**config.mk**
```make
export PLATFORM = sky130hd
export DESIGN_NAME = kmv_hash
export DESIGN_NICKNAME = d
export VERILOG_FILES = /design/src/rtl/kmv_pkg.sv /design/src/rtl/kmv_hash.sv
export SDC_FILE = /design/constraint.sdc
export NUM_CORES = 1
export LEC_CHECK = 0
export BUFFER_PORTS_ARGS = -buffer_cell sky130_fd_sc_hd__buf_2
export CAP_MARGIN = 20
export CELL_PAD_IN_SITES_DETAIL_PLACEMENT = 1
export CELL_PAD_IN_SITES_GLOBAL_PLACEMENT = 2
export CORE_ASPECT_RATIO = 1.75
export CORE_MARGIN = 2
export CORE_UTILIZATION = 41
export DETAILED_ROUTE_END_ITERATION = 10
export GPL_ROUTABILITY_DRIVEN = 1
export PLACE_DENSITY = 0.84
export SLEW_MARGIN = 25
export SYNTH_ARGS = -nofsm -noshare
export SYNTH_HDL_FRONTEND = slang
export SYNTH_SLANG_ARGS = --single-unit
```
**constraint.sdc**
```tcl
create_clock -name clk -period 10.1 [get_ports clk]
set_input_delay 1.01 -clock clk [delete_from_list [all_inputs] [get_ports clk]]
set_output_delay 1.01 -clock clk [all_outputs]
set_load 0.02 [all_outputs]
```
**src/rtl/kmv_pkg.sv**
```systemverilog
`timescale 1ns / 1ps
`default_nettype none
// ----------------------------------------------------------------------------
// kmv_pkg
// Shared constants and codes for the distinct-count sketch.
// ----------------------------------------------------------------------------
package kmv_pkg;

  // sketch geometry
  localparam int SKETCH_SIZE = 1024;
  localparam int KEY_BYTES   = 8;
  localparam int ADDR_W      = (SKETCH_SIZE > 1) ? $clog2(SKETCH_SIZE) : 1;
  localparam int CNT_W       = 11;

  // field widths
  localparam int REQ_W = 2;
  localparam int KEY_W = 64;
  localparam int EST_W = 42;
  localparam int HASH_W = 32;

  // hash multiplier
  localparam logic [31:0] MM_MUL = 32'h5bd1e995;

  // estimate constants
  localparam longint unsigned K_MUL = (SKETCH_SIZE > 1) ? SKETCH_SIZE - 1 : SKETCH_SIZE;
  localparam logic [EST_W-1:0] EST_NUM = EST_W'(K_MUL * 64'hFFFF_FFFF);
  localparam logic [EST_W-1:0] EST_MAX = '1;

  // request codes
  localparam logic [REQ_W-1:0] REQ_INSERT = 2'd0;
  localparam logic [REQ_W-1:0] REQ_QUERY  = 2'd1;
  localparam logic [REQ_W-1:0] REQ_CLEAR  = 2'd2;

  // register index
  localparam logic REG_HASH_SEED = 1'b0;

endpackage
`default_nettype wire

```
**src/rtl/kmv_hash.sv**
```systemverilog
`timescale 1ns / 1ps
`default_nettype none
// ----------------------------------------------------------------------------
// kmv_hash
// Iterative MurmurHash2 over one shared 32x32 multiplier.
// ----------------------------------------------------------------------------
module kmv_hash import kmv_pkg::*; (
  input  wire logic              clk,
  input  wire logic              rst_n,
  input  wire logic              start,
  input  wire logic [KEY_W-1:0]  key,
  input  wire logic [31:0]       seed,
  output logic                   done,
  output logic [HASH_W-1:0]      hash
);

  localparam int NBLK = KEY_BYTES / 4;
  localparam int TAIL_BITS = 8 * (KEY_BYTES % 4);
  localparam logic [63:0] TAIL_MASK = 64'((65'(1) << TAIL_BITS) - 65'(1));

  typedef enum logic [2:0] {H_IDLE, H_K1, H_K2, H_H, H_T, H_F, H_DONE} hstate_t;

  hstate_t     state_r;
  logic [63:0] key_r;
  logic [31:0] k_r, h_r;
  logic [1:0]  blk_r;
  logic [31:0] mul_a, prod, kblk, tail;

  assign kblk = 32'(key_r >> {blk_r, 5'b0});
  assign tail = 32'((key_r >> (NBLK * 32)) & TAIL_MASK);

  // select the multiplier operand for this step
  always_comb begin
    case (state_r)
      H_K1:    mul_a = kblk;
      H_K2:    mul_a = k_r ^ (k_r >> 24);
      H_H:     mul_a = h_r;
      H_T:     mul_a = h_r ^ tail;
      H_F:     mul_a = h_r ^ (h_r >> 13);
      default: mul_a = h_r;
    endcase
  end

  assign prod = 32'(mul_a * MM_MUL);
  assign done = (state_r == H_DONE);
  assign hash = h_r ^ (h_r >> 15);

  // sequence the mixing steps
  always_ff @(posedge clk) begin
    if (!rst_n) begin
      state_r <= H_IDLE;
    end else begin
      unique case (state_r)
        H_IDLE: begin
          if (start) begin
            key_r <= key;
            h_r   <= seed ^ 32'(KEY_BYTES);
            blk_r <= '0;
            if (NBLK > 0)       state_r <= H_K1;
            else if (TAIL_BITS > 0) state_r <= H_T;
            else                state_r <= H_F;
          end
        end
        H_K1: begin
          k_r <= prod;
          state_r <= H_K2;
        end
        H_K2: begin
          k_r <= prod;
          state_r <= H_H;
        end
        H_H: begin
          h_r   <= prod ^ k_r;
          blk_r <= blk_r + 2'd1;
          if (32'(blk_r) + 1 < NBLK) state_r <= H_K1;
          else if (TAIL_BITS > 0)    state_r <= H_T;
          else                       state_r <= H_F;
        end
        H_T: begin
          h_r <= prod;
          state_r <= H_F;
        end
        H_F: begin
          h_r <= prod;
          state_r <= H_DONE;
        end
        H_DONE: state_r <= H_IDLE;
        default: state_r <= H_IDLE;
      endcase
    end
  end

endmodule
`default_nettype wire

```
# After elaboration in Yosys (flattened, before gate mapping)
# Cells that the tools add are included.
# W data, S select, Z words.
[classes]
mux = 8
n_eq_ne = 7
n_mul = 1
n_shift = 1
n_lt_le_gt_ge = 1
addsub = 2
bitwise = 5
n_reduce_logical = 9
[ops]
columns = ["operator", "count"]
rows = [
  ["$pmux W32 S3", 2],
  ["$shr A64 B7 Y32", 1],
  ["$mul A32 B31 Y32 const B", 1],
  ["$mux W32", 1],
  ["$xor A32 B17 Y32", 1],
  ["$xor A32 B19 Y32", 1],
  ["$xor A32 B32 Y32", 1],
  ["$xor A32 B8 Y32", 1],
  ["$pmux W3 S6", 1],
  ["$eq A3 B3 Y1 const B", 3],
  ["$reduce_and A3 Y1", 3],
  ["$eq A3 B2 Y1 const B", 2],
  ["$mux W3", 2],
  ["$pmux W2 S2", 1],
  ["$reduce_or A2 Y1", 2],
  ["$add A2 B1 Y3 const B", 1],
  ["$eq A3 B1 Y1 const B", 1],
  ["$logic_not A3 Y1", 1],
  ["$lt A3 B2 Y1 const B", 1],
  ["$reduce_bool A3 Y1", 1],
  ["$add A2 B1 Y2 const B", 1],
  ["$mux W2", 1],
  ["$ne A2 B2 Y1 const B", 1],
  ["$reduce_and A2 Y1", 1],
  ["other kinds (2)", 2],
]
[totals]
reg_bits = 133
word_cells = 39
inputBits = 99
out_inout_bits = 33

# Logic depth before layout (Yosys ltp)
# Gate-level depths: netlist (run 1).
[logic_depth]
ltp_word = 5
mapped_depth = 35

# Worst setup path before layout (run 1)
# No wires, ideal clock.
[synth_path]
path_type = "register to register"
startpoint = "reg state_r[2]"
endpoint = "reg h_r[31], data pin"
n_path_buf = 5
t_arrival_ps = 8022
path_stages_with_launch = 34
path_slack_ps = 1804
period_less_slack_ps = 8296
cell_sequence = "dfxtp_1 buf_6 or4b_1 buf_2 buf_6 clkbuf_1 clkbuf_1 nor2_1 a21oi_1 o211ai_1 inv_1 fa_1 inv_1 ha_1 inv_1 fa_1 inv_1 fa_1 inv_1 fa_1 fa_1 fa_1 fa_1 inv_1 ha_1 nand2_1 or3_1 or2_2 o2111ai_1 a41oi_1 a21oi_1 xnor2_1 xor2_1 o221ai_1"
[synth_via]
elab_chain_cells = 5
[synth_lines]
columns = ["element", "line", "rtl"]
rows = [
  ["start, declared", "kmv_hash.sv:23", "hstate_t state_r;"],
  ["start signal, assigned", "kmv_hash.sv:51", "state_r <= H_IDLE;"],
  ["start signal, assigned", "kmv_hash.sv:59", "if (NBLK > 0) state_r <= H_K1;"],
  ["start signal, assigned", "kmv_hash.sv:60", "else if (TAIL_BITS > 0) state_r <= H_T;"],
  ["$eq A3 B3 Y1 (tied with other cells)", "kmv_hash.sv:34, kmv_hash.sv:53", ""],
  ["$pmux W32 S3", "kmv_hash.sv:34", "case (state_r)"],
  ["$mul A32 B31 Y32", "kmv_hash.sv:44", "assign prod = 32'(mul_a * MM_MUL);"],
  ["$xor A32 B32 Y32", "kmv_hash.sv:73", "h_r <= prod ^ k_r;"],
  ["$pmux W32 S3 (*)", "kmv_hash.sv:53", "unique case (state_r)"],
  ["end signal, assigned", "kmv_hash.sv:57", "h_r <= seed ^ 32'(KEY_BYTES);"],
  ["end signal, assigned", "kmv_hash.sv:73", ""],
  ["end signal, assigned", "kmv_hash.sv:80", "h_r <= prod;"],
  ["end, declared", "kmv_hash.sv:25", "logic [31:0] k_r, h_r;"],
]
# Every way passes the cells marked *; elsewhere a longest branch is shown, timed or not.
# A chain may end at the register's enable or synchronous reset.

# Worst setup path in the final report (run 1)
# Same ends and word-level chain as after synthesis.

==> results.toml, run 1 <==
[synth]
yosysUniqueCellTypes = 61
synth_edf_count = 130
yosys_warnings = 0
syn_nets = 1950
yosys_most_used_dff = "edfxtp_1"
async_flop_share_pct = 0
synth.avg_cell_area_um2 = 10.6
synth-seq-cells = 133
syn_inst = 1455
syn_area_um2 = 15400
seq_area_frac_synth_pct = 25.8

[sta]
hold_slack_ns = 0.623
skew_ns = 0.00785
finalCritPeriodShare_pct = 92.1
slew_headroom_pct = 32.4
worst_slew_pin_slew_ns = 1.01
slew_violations = 0
tns_ns = 0
period_needed_ns = 9.31
setup_viol = 0
fmax_mhz = 107
rsz0062_at_grt = "no"
final-hold-violation-count = 0

[clock_network]
cts_tree = "yes"
cts_setup_buffers = 0
ctsLongestPathBuffers = 2
cts-htree-levels = 4
clk_latency_ns = 0.43
cts.repair.resized = 0
cts_buffers = 17
root_buffer = "clkbuf_16"
clock-sinks = 133
cts.clk_slew.worst_paths_ns = 0.06
cts_hold_buf = 0

[routing]
drc = 0
totalWireLength_mm = 48.6
routed_via_density = 5.32
drt_first_pass_iters = 7
drtIter0Drc = 449
wl_per_cell_um = 23.4
vias = 11067
ant_nets = 0

[placement]
dpl.hpwl_mm = 41.8
gp_congestion = 0.958
port_buffers = 131
place_inst = 2049

[final_layout]
area_growth_syn_to_layout_pct = 12.1
finalNonFillerCells = 2081
num-nets-final = 2088
drive_above_1_share_pct = 13.5
final_common_cell = "inv_1"
diodes = 0
final_cell_mix = "inv_1, ha_1, fa_1"

[global_route]
grt-ovfl-total = 0
grt_pass1_wl_mm = 74.2
grt_pass1_vias = 13046
grt_max_degree = 66
antenna_found_initial = 0
track_usage_pct = 26.1

[setup_path]
worstSetupStartpointType = "register"
slowest_stage = "or4b_1"
crit_required_ns = 10.25
critPathCaptureType = "register"
crit_path_max_incr_delay_ns = 0.76
cp_common_cell = "fa_1"
crit_fanout = 22
critPathTopFamily = "adder cells"
critPathKind = "register to register"
worstPathArrival_ns = 9.45
critPathBufInv = 5

[floorplanning]
fp.dieW_um = 150
core.rowCount = 93
initial_core_util_pct = 41.7
fp.dieArea_um2 = 39200
die_y_um = 260
core_um2 = 36900
boundaryPins = 132

[flow_run]
drv_cap = 0

[outcome]
outcome = "finished clean"

[min_path]
hold_class = "register to register"
-- per-stage QoR --
stage	util [%]	cell area, µm²	worst slack (ns)
CTS	46.8	17300	0.786
finish	46.8	17300	0.794
floorplan	-	15400	1.80
detailed placement	45.2	16700	0.876
global placement	45.2	16700	0.924
global route	46.8	17300	0.365
-- layout make-up --
type	instances	area [µm²]
multi-input cells	885	9710
clock buffers	17	425
clock inverters	15	170
flip-flops and latches	133	3960
repair buffers	167	926
fillers	4103	19600
inverters	389	1460
well taps	475	594
-- path summary, 6_finish.rpt --
| check | from | end | slack, ns | depth (start not counted) |
|---|---|---|---|---|
| setup / recovery | state_r[2] | h_r[31] | 0.79 | 27 |
| setup reg to reg | state_r[2] | h_r[31] | 0.79 | 27 |
| hold reg to reg | state_r[0] | state_r[1] | 0.62 | 2 |
| hold / removal | state_r[0] | state_r[1] | 0.62 | 2 |
-- cell usage after synthesis (3+ instances only) --
master    number  area, µm²
a211oi_1       4       30.0
a21o_1        18        135
a21oi_1       35        175
a221o_1       17        170
a221o_2        3       33.8
a22oi_1       16        120
a31oi_1       12       75.1
a32oi_1        3       26.3
and2_1         3       18.8
and3_1         6       37.5
buf_1          3       11.3
buf_2          6       30.0
buf_4         16        120
buf_6          3       33.8
clkbuf_1      19       71.3
dfxtp_1        3       60.1
edfxtp_1     130       3900
fa_1         181       3620
ha_1         215       2690
inv_1        389       1460
mux2i_1       32        320
nand2_1       49        184
nand2b_1       6       37.5
nand3_1       16       80.1
nor2_1        52        195
nor2b_1        5       31.3
nor3b_1        5       37.5
o211ai_1      13       97.6
o21ai_0       38        190
o21bai_1       4       30.0
o221ai_1       9       78.8
or2_2          3       18.8
or3_1          3       18.8
xnor2_1       62        543
xor2_1        42        368
-- state kept, by name, summed over array words and instances, names as in the netlist --
| register | count |
|---|---|
| blk_r | 2 |
| h_r | 32 |
| k_r | 32 |
| key_r | 64 |
| state_r | 3 |
-- metal layers --
metal  GRT usage (%)  up-vias  wire (µm)
li1                -     4980          -
met1            24.8     5601      15600
met2            50.1      339      27300
met3            3.29      147       1660
met4            18.5        0       4100
met5               0        -          0
-- cell families (layout without fill, tap and decap cells) --
family / Yosys count / after routing / synth area share [%]
AOI/OAI and AO/OA: 189 / 189 / 8.80
adders and majority gates: 396 / 396 / 41.0
and+or+nand+nor: 163 / 163 / 5.06
xor gates and xnor gates: 105 / 105 / 6.02
muxes: 32 / 32 / 2.08
buffers and inverters: 437 / 588 / 11.3
DFF: 133 / 133 / 25.8
-- worst reg2reg max path, cell delays in order (launching register included) --
cell	delay [ns]
dfxtp_1	0.53
or4b_1	0.76
o221ai_1	0.30
a31oi_1	0.50
inv_1	0.45
fa_1	0.66
ha_1	0.32
inv_1	0.04
fa_1	0.48
inv_1	0.05
ha_1	0.22
fa_1	0.48
fa_1	0.52
fa_1	0.49
inv_1	0.05
fa_1	0.47
inv_1	0.05
ha_1	0.37
a21oi_1	0.16
nor2_1	0.06
a211oi_1	0.34
a21o_1	0.19
o2111ai_1	0.34
a41oi_1	0.46
a21oi_1	0.14
xnor2_1	0.30
xor2_1	0.19
o221ai_1	0.13
Power of run 1 is left out: the tool's default activity adds up to more than one toggle a clock period on the data nets, which glitch-free logic cannot reach.
==> run 2, diff against run 1 <==
--- a/config.mk
+++ b/config.mk
@@ -15,6 +15,7 @@
 export DETAILED_ROUTE_END_ITERATION = 10
 export GPL_ROUTABILITY_DRIVEN = 1
 export PLACE_DENSITY = 0.84
+export REMOVE_ABC_BUFFERS = 1
 export SLEW_MARGIN = 25
 export SYNTH_ARGS = -nofsm -noshare
 export SYNTH_HDL_FRONTEND = slang
==> results.toml, run 2 (synthesis results as in run 1) <==
[floorplanning]
fp.dieArea_um2 = 39200
die_y_um = 260
boundaryPins = 132
initial_core_util_pct = 41.7
fp.dieW_um = 150
core.rowCount = 93
core_um2 = 36900

[final_layout]
n_fill_cell = 4109
regArea_um2 = 3960
finalNonFillerCells = 2083
largest_reg_flops = 64
final_cell_mix = "inv_1, ha_1, fa_1"
fin_area_um2 = 17300
drive_above_1_share_pct = 13.7
final_common_cell = "inv_1"
diodes = 0
top_regs = "key_r x64, h_r x32, k_r x32"
top_register = "key_r"
multi_input_area_um2 = 9710
num-nets-final = 2090
area_growth_syn_to_layout_pct = 12.4

[setup_path]
slowest_stage = "or4b_1"
worstPathArrival_ns = 9.25
crit_path_start = "state_r[2]"
crit_fanout = 16
critPathKind = "register to register"
worstSetupStartpointType = "register"
critPathTopFamily = "adder cells"
cp_common_cell = "inv_1"
reg2reg_from = "state_r[2]"
r2r_cells = 31
r2r_end = "h_r[31]"
crit_path_max_incr_delay_ns = 0.79
r2r_slack_ns = 1.00
crit_required_ns = 10.25
critPathCaptureType = "register"
critPathBufInv = 9

[sta]
skew_ns = 0.0122
tns_ns = 0
slew_violations = 0
rsz0062_at_grt = "no"
period_needed_ns = 9.10
final-hold-violation-count = 0
setup_viol = 0
worst_slew_pin_slew_ns = 1.14
fmax_mhz = 110
slew_headroom_pct = 23.5
finalCritPeriodShare_pct = 90.1

[routing]
drt_first_pass_iters = 5
ant_nets = 0
routed_via_density = 5.27
wl_per_cell_um = 23.3
drc = 0
totalWireLength_mm = 48.5
vias = 10985
drtIter0Drc = 483

[placement]
postPlaceCellArea_um2 = 16700
dpl.hpwl_mm = 40.6
place_inst = 2051
port_buffers = 131
gp_congestion = 0.907

[outcome]
outcome = "finished clean"

[clock_network]
clock-sinks = 133
cts.clk_slew.worst_paths_ns = 0.07
ctsLongestPathBuffers = 2
cts_hold_buf = 0
cts_tree = "yes"
root_buffer = "clkbuf_16"
cts.repair.resized = 0
clk_latency_ns = 0.44
cts_setup_buffers = 0
cts_buffers = 17
cts-htree-levels = 4

[min_path]
hold_depth = 2
worstHoldEndpoint = "state_r[1]"
min_from = "state_r[0]"
hold_class = "register to register"

[global_route]
grt-ovfl-total = 0
grt_pass1_wl_mm = 74.5
grt_pass1_vias = 12803
grt_max_degree = 66
antenna_found_initial = 0
track_usage_pct = 26.1

[flow_run]
drv_cap = 0
run 2: changes by cell type in the layout (fill, tap and decap cells not counted), sizes merged:
cell and delta:
buf +2, clkinv +3, bufinv +2, inv -5
run 2: layout make-up:
type | instances | share of cell area [%]
Multi-Input combinational cell | 885 | 56.1
Inverter | 389 | 8.44
Sequential cell | 133 | 22.9
Timing Repair Buffer | 169 | 5.44
Clock inverter | 15 | 1.19
Clock buffer | 17 | 2.46
Tap cell | 475 | 3.44
run 2: metrics by stage:
step / hold slack (ns) / util (%) / worst slack, ns
2_1_floorplan: 0.539 / - / 1.75
3_3_place_gp: 0.589 / 45.2 / 1.22
3_5_place_dp: 0.618 / 45.2 / 0.996
4_1_cts: 0.644 / 46.9 / 1.01
5_1_grt: 0.682 / 46.9 / 0.531
6_report: 0.644 / 46.9 / 1.00
run 2: worst max-delay path by stage:
stage | cells past startpoint | to | slack (ns)
6_report | 31 | h_r[31] | 1.00
3_5_place_dp | 31 | h_r[29] | 1.0
5_1_grt | 31 | h_r[29] | 0.53
2_1_floorplan | 26 | h_r[31] | 1.75
4_1_cts | 31 | h_r[29] | 1.01
3_3_place_gp | 29 | h_r[31] | 1.22
run 2: worst min-delay path, delay by kind of cell, from the launching register on:
| family | cells | cell delay [ns] |
|---|---|---|
| flops | 1 | 0.38 |
| simple gates | 1 | 0.13 |
| compound gates | 1 | 0.08 |
run 2: metal layers:
metal,vias to the layer above,track usage (%),part of all wire [%]
met5,-,0,0
met4,0,14.3,6.0
met3,86,2.52,2.6
met2,260,49.6,56
met1,5657,27.6,35
li1,4982,-,-
Power of run 2 is left out for the same reason.
