**src/rtl/kmv_pkg.sv**
```systemverilog
`timescale 1ns / 1ps
`default_nettype none
// ----------------------------------------------------------------------------
// kmv_pkg
// Shared constants and codes for the distinct-count sketch.
// ----------------------------------------------------------------------------
package kmv_pkg;

  // sketch geometry
  localparam int SKETCH_SIZE = 1024;
  localparam int KEY_BYTES   = 8;
  localparam int ADDR_W      = (SKETCH_SIZE > 1) ? $clog2(SKETCH_SIZE) : 1;
  localparam int CNT_W       = 11;

  // field widths
  localparam int REQ_W = 2;
  localparam int KEY_W = 64;
  localparam int EST_W = 42;
  localparam int HASH_W = 32;

  // hash multiplier
  localparam logic [31:0] MM_MUL = 32'h5bd1e995;

  // estimate constants
  localparam longint unsigned K_MUL = (SKETCH_SIZE > 1) ? SKETCH_SIZE - 1 : SKETCH_SIZE;
  localparam logic [EST_W-1:0] EST_NUM = EST_W'(K_MUL * 64'hFFFF_FFFF);
  localparam logic [EST_W-1:0] EST_MAX = '1;

  // request codes
  localparam logic [REQ_W-1:0] REQ_INSERT = 2'd0;
  localparam logic [REQ_W-1:0] REQ_QUERY  = 2'd1;
  localparam logic [REQ_W-1:0] REQ_CLEAR  = 2'd2;

  // register index
  localparam logic REG_HASH_SEED = 1'b0;

endpackage
`default_nettype wire

```
**src/rtl/kmv_div.sv**
```systemverilog
`timescale 1ns / 1ps
`default_nettype none
// ----------------------------------------------------------------------------
// kmv_div
// Restoring divider, one quotient bit per cycle.
// ----------------------------------------------------------------------------
module kmv_div import kmv_pkg::*; (
  input  wire logic              clk,
  input  wire logic              rst_n,
  input  wire logic              start,
  input  wire logic [EST_W-1:0]  num,
  input  wire logic [HASH_W-1:0] den,
  output logic                   done,
  output logic [EST_W-1:0]       quo
);

  localparam int STEP_W = $clog2(EST_W + 1);

  logic [HASH_W:0]   rem_r;
  logic [EST_W-1:0]  quo_r;
  logic [HASH_W-1:0] den_r;
  logic [STEP_W-1:0] cnt_r;
  logic              busy_r, done_r;
  logic [HASH_W:0]   rem_sh;
  logic              ge;

  assign rem_sh = {rem_r[HASH_W-1:0], quo_r[EST_W-1]};
  assign ge     = (rem_sh >= {1'b0, den_r});
  assign done   = done_r;
  assign quo    = quo_r;

  // shift in one numerator bit and trial-subtract each cycle
  always_ff @(posedge clk) begin
    if (!rst_n) begin
      busy_r <= 1'b0;
      done_r <= 1'b0;
    end else begin
      done_r <= 1'b0;
      if (start) begin
        busy_r <= 1'b1;
        rem_r  <= '0;
        quo_r  <= num;
        den_r  <= den;
        cnt_r  <= STEP_W'(EST_W);
      end else if (busy_r) begin
        rem_r <= ge ? rem_sh - {1'b0, den_r} : rem_sh;
        quo_r <= {quo_r[EST_W-2:0], ge};
        cnt_r <= cnt_r - 1'b1;
        if (cnt_r == STEP_W'(1)) begin
          busy_r <= 1'b0;
          done_r <= 1'b1;
        end
      end
    end
  end

endmodule
`default_nettype wire

```
**config.mk**
```make
export PLATFORM = sky130hd
export DESIGN_NAME = kmv_div
export DESIGN_NICKNAME = d
export VERILOG_FILES = /design/src/rtl/kmv_pkg.sv /design/src/rtl/kmv_div.sv
export SDC_FILE = /design/constraint.sdc
export NUM_CORES = 1
export LEC_CHECK = 0
export BUFFER_PORTS_ARGS = -buffer_cell sky130_fd_sc_hd__clkbuf_2
export CAP_MARGIN = 20
export CORE_MARGIN = 2
export CORE_UTILIZATION = 23
export CTS_CLUSTER_SIZE = 10
export DETAILED_ROUTE_END_ITERATION = 8
export PLACE_DENSITY = 0.42
export SETUP_SLACK_MARGIN = 0.1
export SLEW_MARGIN = 20
export SYNTH_ARGS = -nofsm -noshare
export SYNTH_HDL_FRONTEND = slang
export SYNTH_SLANG_ARGS = --single-unit
```
**constraint.sdc**
```tcl
create_clock -name clk -period 4.1 [get_ports clk]
set_input_delay 0.82 -clock clk [delete_from_list [all_inputs] [get_ports clk]]
set_output_delay 0.82 -clock clk [all_outputs]
set_load 0.01 [all_outputs]
```
; Yosys cells after proc, flatten, opt, wreduce, memory -nomap -nowiden
; Cells that the tools add are included.
[totals]
register_bits = 114
in_bits = 77
elab_cells = 25
[classes]
add_sub_neg = 2
n_lt_le_gt_ge = 1
eq_ne = 1
n_mux = 9
n_bitwise = 2
n_reduce_logical = 4
[op_table]
columns = op, n
row1 = 42-bit two-way mux, 2
row2 = 32-bit two-way mux, 2
row3 = 33-bit by 32-bit greater-or-equal comparator with 1-bit output, 1
row4 = 32-bit subtractor, 1
row5 = 6-bit by 1-bit equality test with 1-bit output (second input constant), 1
row6 = 6-bit two-way mux, 1
row7 = 6-bit by 1-bit subtractor with 6-bit output (second input constant), 1
row8 = 1-bit two-way mux, 4
row9 = 2-bit AND reduction, 2
row10 = 3-bit OR reduction, 1
row11 = 1-bit NOT, 2
row12 = 2-bit nonzero test, 1

; Depth between registers and ports, before layout
; Gate-level depths: netlist of the first run.
[logic_depth]
ltp_word = 4
ltp_mapped = 13
depth_no_buf = 12

; Worst setup path after synthesis of the first run
; No wires, ideal clock.
[synth_path]
kind = input-to-reg
start = input start
end = register cnt_r[0] (enable)
arrival_time_ns = 3.021
required_time_ns = 3.655
slack_ns = 0.634
path_stages = 2
cell_sequence = clkbuf_1 > o21a_1
[synth_between]
elab_chain_cells = 2
[synth_rtl]
columns = item, line_no
row1 = start: declaration, kmv_div.sv:10  ; input wire logic start,
row2 = 2-bit nonzero test (no line), n/a
row3 = 2-bit AND reduction (no line), n/a
row4 = end signal: assignment, kmv_div.sv:44  ; cnt_r <= STEP_W'(EST_W);
row5 = end signal: assignment, kmv_div.sv:48  ; cnt_r <= cnt_r - 1'b1;
row6 = end: declaration, kmv_div.sv:22  ; logic [STEP_W-1:0] cnt_r;
; Every way passes these cells.
; A chain may end at the register's enable or synchronous reset.

; Worst setup path after layout of the first run
[layout_path]
start = register rem_r[8]
end = register rem_r[6], data pin
[layout_between]
elab_chain_cells = 3
[layout_rtl]
columns = item, line_no
row1 = start: declaration, kmv_div.sv:19  ; logic [HASH_W:0] rem_r;
row2 = start signal: assignment, kmv_div.sv:46  ; rem_r <= ge ? rem_sh - {1'b0, den_r} : rem_sh;
row3 = 33-bit by 32-bit greater-or-equal comparator with 1-bit output, kmv_div.sv:28  ; assign ge = (rem_sh >= {1'b0, den_r});
row4 = 32-bit two-way mux, kmv_div.sv:46
row5 = 32-bit two-way mux, kmv_div.sv:45  ; end else if (busy_r) begin
; Every way passes these cells. The select of a mux whose other input is x is not followed.

==> results of run 1 <==
==> flip-flops by register name, indices dropped and copies added, names as in the netlist <==
name,cells
busy_r,1
quo,42
cnt_r,6
rem_r,32
den_r,32
done,1
==> cell type report <==
type                    instances  area (um2)  share of cell area [%]
clock inverters                15         161                    1.99
well taps                     378         473                    5.85
multi-input cells             397        2830                    34.9
clock buffers                  17         425                    5.26
repair buffers                124         648                    8.01
inverters                      41         154                    1.90
flip-flops and latches        114        3400                    42.1
==> power by group through the flow <==
stage          Sequential, mW  Clock [mW]  Combinational, mW
6_report                 1.45        1.51              0.827
2_1_floorplan            1.48           0              0.592
4_1_cts                  1.45        1.55              0.838
5_1_grt                  1.46        1.60              0.935
3_5_place_dp             1.47           0              0.835
3_3_place_gp             1.47           0              0.839
==> metrics by stage <==
step / hold slack, ns / power [mW] / cells
after floorplan: 0.415 / 2.07 / 574
after global placement: 0.451 / 2.31 / 1054
after detailed placement: 0.448 / 2.31 / 1054
after CTS: 0.471 / 3.84 / 1086
after global routing: 0.505 / 4.00 / 1086
final: 0.465 / 3.78 / 1086
==> routing by layer <==
metal | vias up | global-route usage, % | routed length (um)
met5 | - | 0 | 0
met4 | 0 | 3.40 | 138
met3 | 12 | 4.72 | 1200
met2 | 131 | 18.1 | 7360
met1 | 2209 | 15.7 | 7950
li1 | 2362 | - | -
==> worst min-delay path by stage <==
stage               startpoint    to  slack [ns]  cells after the start
floorplan               busy_r  done        0.41                      2
global placement        busy_r  done        0.45                      2
detailed placement      busy_r  done        0.45                      2
CTS                     busy_r  done        0.47                      2
global route            busy_r  done        0.51                      2
finish                  busy_r  done        0.47                      2
==> synthesized netlist by cell type, types with 4 or more instances <==
cell | number | area share, %
sky130_fd_sc_hd__mux2_2 | 42 | 7.3
sky130_fd_sc_hd__clkbuf_1 | 13 | 0.75
sky130_fd_sc_hd__o21bai_1 | 6 | 0.70
sky130_fd_sc_hd__o21ai_0 | 22 | 1.7
sky130_fd_sc_hd__xor2_1 | 11 | 1.5
sky130_fd_sc_hd__buf_2 | 5 | 0.39
sky130_fd_sc_hd__ha_1 | 34 | 6.6
sky130_fd_sc_hd__nand3_1 | 7 | 0.54
sky130_fd_sc_hd__xnor2_1 | 16 | 2.2
sky130_fd_sc_hd__a21boi_0 | 4 | 0.46
sky130_fd_sc_hd__a21oi_1 | 48 | 3.7
sky130_fd_sc_hd__edfxtp_1 | 112 | 52
sky130_fd_sc_hd__nand4_1 | 7 | 0.68
sky130_fd_sc_hd__nand2b_1 | 7 | 0.68
sky130_fd_sc_hd__nor2_1 | 69 | 4.0
sky130_fd_sc_hd__or3_1 | 4 | 0.39
sky130_fd_sc_hd__nor3_1 | 6 | 0.46
sky130_fd_sc_hd__and4_1 | 4 | 0.54
sky130_fd_sc_hd__and3_1 | 7 | 0.68
sky130_fd_sc_hd__nand2_1 | 27 | 1.6
sky130_fd_sc_hd__a31oi_1 | 4 | 0.39
sky130_fd_sc_hd__inv_1 | 40 | 2.3
sky130_fd_sc_hd__mux2i_1 | 10 | 1.5
sky130_fd_sc_hd__a21o_1 | 14 | 1.6
sky130_fd_sc_hd__o21a_1 | 8 | 0.93
==> cell families after synthesis <==
kind of cell | Yosys count | share of synthesized area, %
AO/OA/AOI/OAI | 133 | 13.3
XOR/XNOR | 27 | 3.65
adder cells (fa/ha/maj) | 35 | 6.88
buffers and inverters | 63 | 3.87
flip-flops | 114 | 52.6
multiplexers | 52 | 8.86
AND/OR/NAND/NOR | 150 | 10.9
==> worst min-delay path, stage by stage, from the launching register on <==
cell,delay (ns)
sky130_fd_sc_hd__dfxtp_1,0.32
sky130_fd_sc_hd__nand2_1,0.06
sky130_fd_sc_hd__nor3_1,0.04
==> results, run 1 <==
- The critical path goes through ha_1, and4_1, o21ai_1, a31oi_1, o41ai_1, o21ai_1, a311oi_4, buf_4, nor2_1, a21oi_1, nor2_1.
- The number of antenna violations at the first check in global routing is 0.
- Counting cells, the worst reg-to-reg path comes to 11.
- The cell count along the critical path is 11.
- The prevailing post-synth register cell is sky130_fd_sc_hd__edfxtp_1.
- The share of the Yosys chip area taken by registers is 52.6%.
- The most critical setup path has its startpoint at rem_r[8].
- At the end of routability-driven placement, the weighted congestion stood at 0.780.
- The core footprint is 27700 um2.
- The detail-routed via count per cell is 4.34.
- The capturing instance or port of the critical path is rem_r[6].
- Fill cells in the final layout number 2895.
- The number of nets in the synthesized netlist is 686.
- The clock sink total is 114.
- The share of total power dissipated in sequential elements is 38.3%.
- The biggest cell delay along the critical path is 0.75 ns.
- The via count is 4714.
- The clock latency reported for the late side of the worst-skew pair is 0.42 ns.
- In this run the critical register-to-register path is captured at rem_r[6].
- Cells with a size suffix above 1 make up 29.0% of the layout.
- From synthesis to final layout, the design area changed by 25.0%.
- The buffer and inverter count on the worst path is 1.
- The dominant delay contributor by cell family on the critical path is compound AO/OA/AOI/OAI gates.
- The portion of total power attributed to the clock network is 39.8%.
- The launch point of the worst reg-to-reg path is rem_r[8].
- The die is 172 um wide.
- In the post-route analysis, the smallest setup slack over all paths is 0.563 ns.
- The floorplan die area is 29500 um2.
- Combinational logic is responsible for 21.9% of the overall power.
- The number of rows in the core area is 61.
- Of all nets on the critical path, the largest fanout is 25.
- After routing, the total negative slack on setup checks comes to 0 ns.
- The switching part of the total power is 30.8%.
- The signal arrival time at the worst endpoint is 3.68 ns.
- OpenSTA, run right after detailed placement, puts the worst setup slack at 0.618 ns.
- The total count of hold-check failures in the final report was 0.
- The flow ran to the end, and the final reports show no timing, DRC or antenna violations.
- During synthesis, Yosys emitted a total of 0 warnings.
- The transition at the pin with the smallest max-transition slack is 0.849 ns.
- Summing all non-filler instances in the final layout gives an area of 8090 um2.
- The H-tree depth is 4.
- The clock edge transition at the registers on the reported setup and hold paths is 0.07 ns.
- The number of register bits inferred by synthesis is 114.
- The critical path launch point type is a flop.
- Max-cap violations in this run came to 0.
- In the final routed layout, each cell accounts on average for 15.3 um.
- The reported net switching power is 1.16 mW.
- The gate count after technology mapping is 574.
- The residual overflow from global routing is 0.
- The kind of end point of the critical path is a flop.
- The global-route usage over all layers is 11.9%.
- For this run, the post-layout net count is 807.
- The cell area that synthesis handed to floorplanning was 6470 um2.
- The mean post-synth cell area is 11.3 um2.
- The library cells used most frequently in the layout, excluding fill and tap cells, are 118 x sky130_fd_sc_hd__clkbuf_2, 112 x sky130_fd_sc_hd__edfxtp_1, 69 x sky130_fd_sc_hd__nor2_1, 48 x sky130_fd_sc_hd__a21oi_1, 42 x sky130_fd_sc_hd__mux2_2.
- The share of flip-flops with an asynchronous set or reset after synthesis is 0%.
- 120 I/O pins were placed.
- The via count of the first global-routing pass is 5020.
- The number of setup violations in the final report is 0.
- The post-route fraction of the period consumed by the critical path is 86.3%.
- The commonest non-fill, non-tap cell in the layout is sky130_fd_sc_hd__clkbuf_2.
- The floorplan step set the die height to 172 um.
- The core utilization of the finished layout is 29.2%.
- The detailed-router iteration count before antenna repair is 7.
- The maximum count of clock buffers along a single path is 2.
- VDD sags by at most 0.221 mV.
- The number of gates resized after cts is 0.
- In the routed design, unresolved DRC markers number 0.
- The path category of the worst min-delay check is flop to flop.
- The total of buffers placed on input and output ports is 119.
- The number of DRC markers in iteration 0 is 255.
- The setup skew after layout is 0.0114 ns.
- The starting density of the core is 23.4%.
- The worst relative slew slack is 43.4%.
- Counting distinct cell types in the post-synthesis netlist gives 54.
- The worst path needs 3.54 ns of the cycle, external delays included.
- Dividing total power by cell area gives a power density of 468 nW/um2.
- The pin count of the biggest net entering global routing is 48.
- The required arrival time at the worst endpoint is 4.25 ns.
- In this run the cell area measured after placement is 7500 um2.
- The post-route antenna net violation count is 0.
- The number of clock buffers added by TritonCTS is 17.
- TritonCTS built the clock tree.
- The worst setup path is of the flop to flop kind.
- The detailed-route wire length is 16.7 mm.
- The final count of pins violating max slew was 0.
- For this design, the CTS-stage hold fixing added 0 buffers.
- Setup repair after global routing left no endpoint under its margin.
- The number of setup buffers added after CTS is 0.
- The analysis attributes to cell leakage a power of 3.34 nW.
- The first-pass GRT wire length is 27.1 mm.
- The number of synthesized flops with an enable pin is 112.
- The internal power consumption is 2.62 mW.
- The worst register-to-register path has a setup slack of 0.56 ns.
- In this run the clock root is driven by a sky130_fd_sc_hd__clkbuf_16.
- The timing-limited maximum frequency is 0.283 GHz.
- The number of antenna diodes in the final layout is 0.
- The cell type of the slowest stage on the worst timing path is sky130_fd_sc_hd__o41ai_1.
- The total half-perimeter wirelength after legalization and detailed placement is 12.0 mm.
Power figures use the tool's default switching activity.
==> inputs of run 2 (changes only) <==
--- a/config.mk
+++ b/config.mk
@@ -7,7 +7,7 @@
 export LEC_CHECK = 0
 export BUFFER_PORTS_ARGS = -buffer_cell sky130_fd_sc_hd__clkbuf_2
 export CAP_MARGIN = 20
-export CORE_MARGIN = 2
+export CORE_MARGIN = 3
 export CORE_UTILIZATION = 23
 export CTS_CLUSTER_SIZE = 10
 export DETAILED_ROUTE_END_ITERATION = 8
==> run 2 against run 1 <==
Compared with the run above: cell area fell by 0.25%; clock skew up 0.0025 ns; critical path depth unchanged; die area increased by 2.3%; register-to-register slack gained 0.02 ns; routed wire length is essentially flat; first-iteration DRC count decreased by 11%; setup slack better by 0.019 ns; cell count fell by 0.55%.
==> results, run 2 (synthesized netlist as in run 1, its figures left out) <==
- The flow ran to the end, and the final reports show no timing, DRC or antenna violations.
- The detail-routed via count per cell is 4.43.
- The residual overflow from global routing is 0.
- The final RePlAce weighted congestion is 0.763.
- The path category of the worst min-delay check is flop to flop.
- STA classifies the critical path startpoint as a flop.
- The buffer and inverter count on the worst path is 1.
- In this run the critical register-to-register path is captured at rem_r[6].
- The wire length per cell is 15.4 um.
- The total half-perimeter wirelength after legalization and detailed placement is 11.8 mm.
- The critical path crosses 11 cells after its start point.
- 120 I/O pins were placed.
- After clock tree synthesis, the setup repair step added 0 buffers.
- The worst register-to-register path has a depth of 11.
- The floorplan has 60 rows.
- The clock sink total is 114.
- The dominant delay contributor by cell family on the critical path is compound AO/OA/AOI/OAI gates.
- The required arrival time at the worst endpoint is 4.23 ns.
- Cells fill 29.5% of the core in the end.
- The biggest cell delay along the critical path is 0.66 ns.
- Summing internal, switching and leakage power gives 3.76 mW.
- The critical path goes through ha_1, and4_1, o21ai_1, a31oi_1, o41ai_1, o21ai_1, a311oi_4, buf_4, nor2_1, a21oi_1, nor2_1.
- The fraction of layout instances using a drive strength above 1 is 28.8%.
- The worst path needs 3.52 ns of the cycle, external delays included.
- VDD sags by at most 0.180 mV.
- Summed over all cells, the static leakage comes to 3.33 nW.
- For the final database, setup skew stands at 0.0138 ns.
- Max-cap violations in this run came to 0.
- The final instance area is 8070 um2.
- The clock edge transition at the registers on the reported setup and hold paths is 0.07 ns.
- The power density over the cells is 466 nW/um2.
- The worst setup path category is flop to flop.
- 0 antenna diodes ended up in the layout.
- The via count of the first global-routing pass is 4900.
- For flop-to-flop paths, the worst setup slack is 0.58 ns.
- The layout overhead on the synthesized area is 24.7%.
- Leaving out fill and tap cells, the most frequent cell in the layout is sky130_fd_sc_hd__clkbuf_2.
- The first detailed-routing pass ran for 4 iterations.
- For the pin with the worst max-slew slack, the measured transition is 0.896 ns.
- The worst setup path is captured at a flop.
- The register with the most flip-flops in the layout has 42 of them.
- The timing-limited maximum frequency is 0.284 GHz.
- The clock reaches the later pin of the worst-skew pair after 0.43 ns.
- The critical path startpoint is rem_r[8].
- The starting density of the core is 23.7%.
- The hold buffer count at CTS is 0.
- The total count of hold-check failures in the final report is 0.
- In this run, flip-flops and latches consume 38.6% of the power.
- The number of buffers created by CTS is 17.
- The first-pass GRT wire length is 26.9 mm.
- In this run switching power makes up 30.5% of total power.
- The post-route antenna net violation count is 0.
- The post-route fraction of the period consumed by the critical path is 85.8%.
- The worst relative slew slack is 40.2%.
- The portion of total power attributed to the clock network is 39.4%.
- No sink is reached through more buffers than the 2 on the longest clock path.
- The critical path ends at rem_r[6].
- In this run the horizontal extent of the chip is 174 um.
- The floorplan die area is 30200 um2.
- Input and output buffers added on the ports amount to 119.
- In this run the vertical extent of the chip is 174 um.
- The detailed-route wire length is 16.6 mm.
- Internal power comes to 2.61 mW.
- In the layout the commonest cells are 118 x sky130_fd_sc_hd__clkbuf_2, 112 x sky130_fd_sc_hd__edfxtp_1, 69 x sky130_fd_sc_hd__nor2_1, 48 x sky130_fd_sc_hd__a21oi_1, 42 x sky130_fd_sc_hd__mux2_2.
- For this design the total switching power over the nets is 1.15 mW.
- The number of gates resized after cts is 0.
- Entering global routing, the biggest net connects 74 pins.
- Summed over all failing endpoints, the final setup total negative slack is 0 ns.
- The tightest hold path in the finished design has a slack of 0.465 ns.
- The placed instances occupy a cell area of 7490 um2.
- The number of setup violations in the final report is 0.
- The detailed router finished its first iteration with 226 violations.
- Per report_power, the combinational group accounts for 22.1% of the total.
- After the last flow step, the layout net total stands at 807.
- STA puts the critical path data arrival time at 3.65 ns.
- The region available for standard cell placement spans 27300 um2.
- After detailed routing, the number of remaining DRC violations is 0.
- The H-tree was split into 4 levels.
- The final count of pins violating max slew is 0.
- The master cell of the clock root buffer is sky130_fd_sc_hd__clkbuf_16.
- The number of filler cells placed in the layout is 2929.
- The worst register-to-register path begins at rem_r[8].
- Setup repair after global routing left no endpoint under its margin.
- The via count is 4784.
- Global routing used 11.2% of the available tracks.
- The number of antenna violations at the first check in global routing is 0.
- The cell type of the slowest stage on the worst timing path is sky130_fd_sc_hd__o41ai_1.
- The CTS tree is done.
- Of all nets on the critical path, the largest fanout is 31.
[run 2: cell count changes in the layout (fill, tap and decap cells not counted)]
cell / change
sky130_fd_sc_hd__inv_6: -2
sky130_fd_sc_hd__clkinv_4: +3
sky130_fd_sc_hd__buf_2: +1
sky130_fd_sc_hd__buf_4: -1
sky130_fd_sc_hd__clkbuf_1: +1
sky130_fd_sc_hd__inv_8: -2
[run 2: layer usage]
metal	vias to the layer above	global-route usage, %	routed length [um]
li1	2362	-	-
met1	2265	14.4	7720
met2	147	17.3	7350
met3	10	4.58	1390
met4	0	3.12	176
met5	-	0	0
[run 2: tightest hold or removal path, stage by stage (launching register included)]
cell	delay, ns
sky130_fd_sc_hd__dfxtp_1	0.32
sky130_fd_sc_hd__nand2_1	0.06
sky130_fd_sc_hd__nor3_1	0.04
[run 2: power groups by stage]
stage	Clock (mW)	Sequential [mW]	Combinational (mW)
after floorplan	0	1.48	0.592
after global placement	0	1.47	0.844
after detailed placement	0	1.47	0.832
after CTS	1.52	1.45	0.837
after global routing	1.57	1.46	0.936
final	1.48	1.45	0.829
[run 2: layout make-up]
type	count	area (um2)	area share, %
multi-input combinational	397	2830	35.0
sequential	114	3400	42.2
clock buffer	18	429	5.32
inverter	41	154	1.91
clock inverter	14	148	1.83
timing repair buffer	124	646	8.00
tap	372	465	5.77
[run 2: how the worst min path moves through the flow]
stage	from	to	slack, ns	cells after the start
global route	busy_r	done	0.47	2
detailed placement	busy_r	done	0.46	2
CTS	busy_r	done	0.46	2
floorplan	busy_r	done	0.41	2
global placement	busy_r	done	0.45	2
finish	busy_r	done	0.47	2
[run 2: through the flow]
stage	worst slack (ns)	cells
2_1_floorplan	0.634	574
3_3_place_gp	0.703	1048
3_5_place_dp	0.588	1048
4_1_cts	0.564	1080
5_1_grt	0.353	1080
6_report	0.582	1080
